[config.mk]
export PLATFORM = sky130hd
export DESIGN_NAME = isc_front
export DESIGN_NICKNAME = d
export VERILOG_FILES = /design/src/hw/rtl/isc_pkg.sv /design/src/hw/rtl/isc_queue.sv /design/src/hw/rtl/isc_front.sv
export SDC_FILE = /design/constraint.sdc
export NUM_CORES = 1
export LEC_CHECK = 0
export ABC_AREA = 1
export BUFFER_PORTS_ARGS = -buffer_cell sky130_fd_sc_hd__buf_2
export CAP_MARGIN = 20
export CORE_MARGIN = 5
export CORE_UTILIZATION = 50
export CTS_CLUSTER_DIAMETER = 100
export CTS_CLUSTER_SIZE = 28
export DETAILED_ROUTE_END_ITERATION = 7
export PLACE_DENSITY = 0.76
export SLEW_MARGIN = 20
export SYNTH_ARGS = -nofsm -noshare
export SYNTH_HDL_FRONTEND = slang
export SYNTH_SLANG_ARGS = --single-unit
[constraint.sdc]
create_clock -name clock -period 3.55 [get_ports clock]
set_clock_uncertainty 0.1 [all_clocks]
set_input_delay 0.1775 -clock clock [delete_from_list [all_inputs] [get_ports clock]]
set_output_delay 0.1775 -clock clock [all_outputs]
set_load 0.02 [all_outputs]
[src/hw/rtl/isc_pkg.sv]
// Shared types and codes for the integer stack calculator.
// Used by the front decoder, the execute unit and the top level.
package isc_pkg;

   typedef enum logic [2:0] {
      KIND_PUSH  = 3'd0,
      KIND_POP   = 3'd1,
      KIND_PEEKT = 3'd2,
      KIND_PEEKB = 3'd3,
      KIND_ADD   = 3'd4,
      KIND_SUB   = 3'd5,
      KIND_MUL   = 3'd6,
      KIND_DIV   = 3'd7
   } kind_type;

   typedef enum logic [2:0] {
      ST_OK    = 3'd0,
      ST_EMPTY = 3'd1,
      ST_RANGE = 3'd2,
      ST_FEW   = 3'd3,
      ST_DIV0  = 3'd4,
      ST_FULL  = 3'd5
   } status_type;

   typedef enum logic [2:0] {
      EX_IDLE,
      EX_READ_T,
      EX_READ_S,
      EX_MUL,
      EX_DIV,
      EX_WRITE,
      EX_RESP
   } ex_state_type;

   localparam int unsigned KIND_W   = 3;
   localparam int unsigned STATUS_W = 3;
   localparam int unsigned INDEX_W  = 10;

endpackage

[src/hw/rtl/isc_queue.sv]
// Two-entry queue between the front decoder and the execute unit.
// Depends on nothing but its parameter.
module isc_queue #(
   parameter int unsigned W = 8
) (
   input  logic         clock,
   input  logic         reset,
   input  logic         in_valid,
   output logic         in_stall,
   input  logic [W-1:0] in_data,
   output logic         out_valid,
   input  logic         out_stall,
   output logic [W-1:0] out_data
);
   logic [W-1:0] mem_ff [2];
   logic         wp_ff, wp_in, rp_ff, rp_in;
   logic [1:0]   cnt_ff, cnt_in;
   logic         push, pop;

   assign in_stall  = (cnt_ff == 2'd2);
   assign out_valid = (cnt_ff != 2'd0);
   assign out_data  = mem_ff[rp_ff];
   assign push = in_valid && !in_stall;
   assign pop  = out_valid && !out_stall;

   always_comb begin
      wp_in  = push ? ~wp_ff : wp_ff;
      rp_in  = pop ? ~rp_ff : rp_ff;
      cnt_in = cnt_ff + {1'b0, push} - {1'b0, pop};
   end

   always_ff @(posedge clock) begin
      if (reset) begin
         wp_ff  <= 1'b0;
         rp_ff  <= 1'b0;
         cnt_ff <= 2'd0;
      end else begin
         wp_ff  <= wp_in;
         rp_ff  <= rp_in;
         cnt_ff <= cnt_in;
      end
      if (push) begin
         mem_ff[wp_ff] <= in_data;
      end
   end
endmodule

[src/hw/rtl/isc_front.sv]
// Front end: accept request beats and pack them for the queue.
// Depends on isc_pkg and isc_queue.
module isc_front #(
   parameter int unsigned WIDTH = 32
) (
   input  logic                        clock,
   input  logic                        reset,
   input  logic                        req_valid,
   output logic                        req_stall,
   input  logic [isc_pkg::KIND_W-1:0]  req_kind,
   input  logic [WIDTH-1:0]            req_push_value,
   input  logic [isc_pkg::INDEX_W-1:0] req_peek_index,
   output logic                        q_valid,
   input  logic                        q_stall,
   output logic [isc_pkg::KIND_W+WIDTH+isc_pkg::INDEX_W-1:0] q_data
);
   import isc_pkg::*;
   localparam int unsigned PW = KIND_W + WIDTH + INDEX_W;

   isc_queue #(.W(PW)) u_queue (
      .clock    (clock),
      .reset    (reset),
      .in_valid (req_valid),
      .in_stall (req_stall),
      .in_data  ({req_kind, req_push_value, req_peek_index}),
      .out_valid(q_valid),
      .out_stall(q_stall),
      .out_data (q_data)
   );
endmodule

==> summary.txt <==
GRT
  – Vias in the first global route: 2085
  – First-pass GRT wire length: about 10000 um
  – Largest net degree at the start of global routing: 46
  – Initial antenna violation count: 0
  – GR Overflow Total: 0
  – GR Util All Layers: 14.9%

Route
  – Routed wire length per instance: 14.9 um
  – Number of DRC markers in iteration 0: 109
  – Top Layer Used: met4
  – Pre-antenna DRT Iters: 4
  – DRC: 0
  – Wire length on met2: around 3300 um
  – WL met1: approximately 2600 um
  – DR vias/cell: 4.64
  – Post-Route WL: 6460 um
  – Vias: 2012
  – Met3 wire length: 402 um
  – Final ANT Viol Nets: 0

Layout
  – Final nets: 381
  – Final core utilization: between 60% and 70%
  – Post-Layout Cell Count: about 430
  – P&R area growth vs syn: 32.5%
  – Diodes inserted: 0
  – Fraction of layout cells with a size suffix above 1: 48.4%

Yosys
  – Post-Syn Nets: around 230
  – Synth unique cells: 12
  – Ys Warns: 0
  – Seq/Total Area, Yosys: 75.6%
  – Syn avg cell area: 20.6 um^2
  – Synthesized area: 3710 um^2
  – Post-synthesis instance total: 180
  – Yosys reg bits: 95

Clock network
  – CTS tree: yes
  – CTS max path bufs: 2
  – H-Tree Depth: 3
  – CTS buffer count: 9
  – Clock sink count: between 90 and 100
  – Root Driver: clkbuf_8
  – Worst-skew pair later-pin latency: 0.34 ns
  – Post-CTS Resized: 0
  – Clk slew on worst S/H paths: 0.09 ns
  – Setup Buffers After CTS: 0

Floorplanning
  – I/O pin count: 96
  – Die X: 96.1 um
  – Starting Density: 51.1%
  – Core Box Area: 7250 um^2
  – Die height: 96.1 um
  – Row cnt: 31
  – Die Footprint: slightly above 9000 um^2

Critical path
  – CP max-delay cell: dfxtp_2
  – R2r startpoint: u_queue.cnt_ff[0]
  – Cell count along the critical path: 3
  – Worst-path maximum fanout: 21
  – Crit path buf inv count: 2
  – Cell Chain, Critical Path: buf_4 -> mux2_2 -> buf_2
  – R2r setup slk: 1.52 ns
  – CP Capture Point: q_data[3]
  – Reg2reg end: u_queue.mem_ff[0][23]
  – Worst Reg-to-Reg Cells: 5
  – Critical Path Sink Type: output pin
  – Crit Path Class: reg2out
  – Largest stage delay, worst path: 0.75 ns
  – Critical Path AT: a little over 2 ns
  – Worst Path Required: 3.27 ns
  – Crit-path leading delay family: flip-flops
  – Startpoint types: flip-flop

Power and ir drop
  – P_leak: 1.99 nW
  – Final total power: 3.21 mW
  – Worst vdd ir: 0.000398 V
  – Pwr per Cell Area: about 650 nW/um^2

Placed design
  – DP Cell Count: 372
  – GPL Wtd Cong: about 0.75
  – I/O Buffers: 95
  – Placed wire-length estimate: 4120 um

Worst hold path
  – Worst hold path depth: 3
  – Min-delay worst type: in2reg

Run
  – Maxcap violations: 0

Timing
  – RSZ-0062 raised after global routing: no
  – Crit share post-route: approximately two thirds
  – Slew @ Worst Pin: slightly below 1 ns
  – Max-slew headroom: 34.2%
  – Fin. Hold Viols: 0
  – Slew Viols, Final: 0
  – Fmax: 434 MHz
  – Tmin final: 2.30 ns
  – Final setup fails: 0
  – Setup TNS: 0 ns

Run status
  – Status: complete, no violations
==> where the power goes <==
group	leakage [nW]	switching [mW]	internal, mW
sequential	0.882	0.0792	1.43
combinational	1.01	0.538	0.452
clock	0.0993	0.368	0.335
==> synth_stat cells <==
library cell / number / area (um^2)
nand3_1: 3 / 15.0
ha_1: 2 / 25.0
inv_1: 11 / 41.3
mux2_4: 40 / 601
dfxtp_1: 5 / 100
buf_6: 1 / 11.3
nor2_1: 9 / 33.8
mux2_2: 5 / 56.3
buf_12: 4 / 80.1
nand2_1: 8 / 30.0
edfxtp_1: 90 / 2700
a21oi_1: 2 / 10.0
==> flip-flops by register name, indices dropped and copies added (netlist names), named ones only <==
name	flops
u_queue.rp_ff	1
u_queue.cnt_ff	2
u_queue.mem_ff	90
u_queue.wp_ff	1
==> cell families after synthesis <==
| group | synth area share (%) |
|---|---|
| buffers and inverters | 3.58 |
| flip-flops | 75.6 |
| AND/OR/NAND/NOR | 2.13 |
| multiplexers | 17.7 |
| AO/OA/AOI/OAI | 0.270 |
| adder cells (fa/ha/maj) | 0.675 |
==> worst register-to-register path: stages, from the launching register on <==
cell and delay, ns:
dfxtp_1 0.34, inv_1 0.07, nand2_1 0.12, nand2_1 0.12
nor2_4 0.53, buf_4 0.43
==> worst min-delay path by stage <==
| stage | start | endpoint |
|---|---|---|
| final | req_valid | u_queue.wp_ff |
| after global routing | req_valid | u_queue.wp_ff |
| after CTS | req_valid | u_queue.wp_ff |
| after detailed placement | reset | u_queue.cnt_ff[0] |
| after global placement | reset | u_queue.cnt_ff[0] |
| after floorplan | reset | u_queue.cnt_ff[0] |
==> cell type report <==
class	count	area, um^2
Clock buffer	9	124
Clock inverter	7	81.3
Fill cell	493	2340
Inverter	11	41.3
Multi-Input combinational cell	69	778
Sequential cell	95	2800
Tap cell	99	124
Timing Repair Buffer	144	958
==> timing repair <==
action                                  in CTS  in global routing
hold buffers                                46                  0
endpoints found under the hold margin       92                  0
endpoints found under the setup margin       0                  0
==> metrics by stage <==
stage / setup WS, ns / cell area, um^2 / hold WS [ns]
5_1_grt: 1.12 / 4910 / 0.0263
2_1_floorplan: 0.571 / 3710 / 0.149
6_report: 1.25 / 4910 / 0.0140
3_3_place_gp: 1.55 / 4250 / 0.250
3_5_place_dp: 1.49 / 4250 / 0.262
4_1_cts: 1.20 / 4910 / 0.00444
==> cell usage in the layout, fill, tap and decap left out <==
cell type,n
buf_2,95
edfxtp_1,90
dlygate4sd3_1,46
mux2_4,40
inv_1,10
clkbuf_8,9
nand2_1,8
nor2_1,8
mux2_2,5
dfxtp_1,4
nand3_1,3
buf_4,3
a21oi_1,2
ha_1,2
inv_8,2
clkinvlp_4,2
inv_2,1
nor2_4,1
dfxtp_2,1
clkinv_4,1
bufinv_16,1
clkinv_2,1
==> routing by layer <==
layer	up-vias	track usage [%]
met3	14	3.36
met5	-	0
li1	977	-
met4	0	8.41
met1	953	17.4
met2	68	25.3
Note: power is estimated with default switching activity, not from simulation.
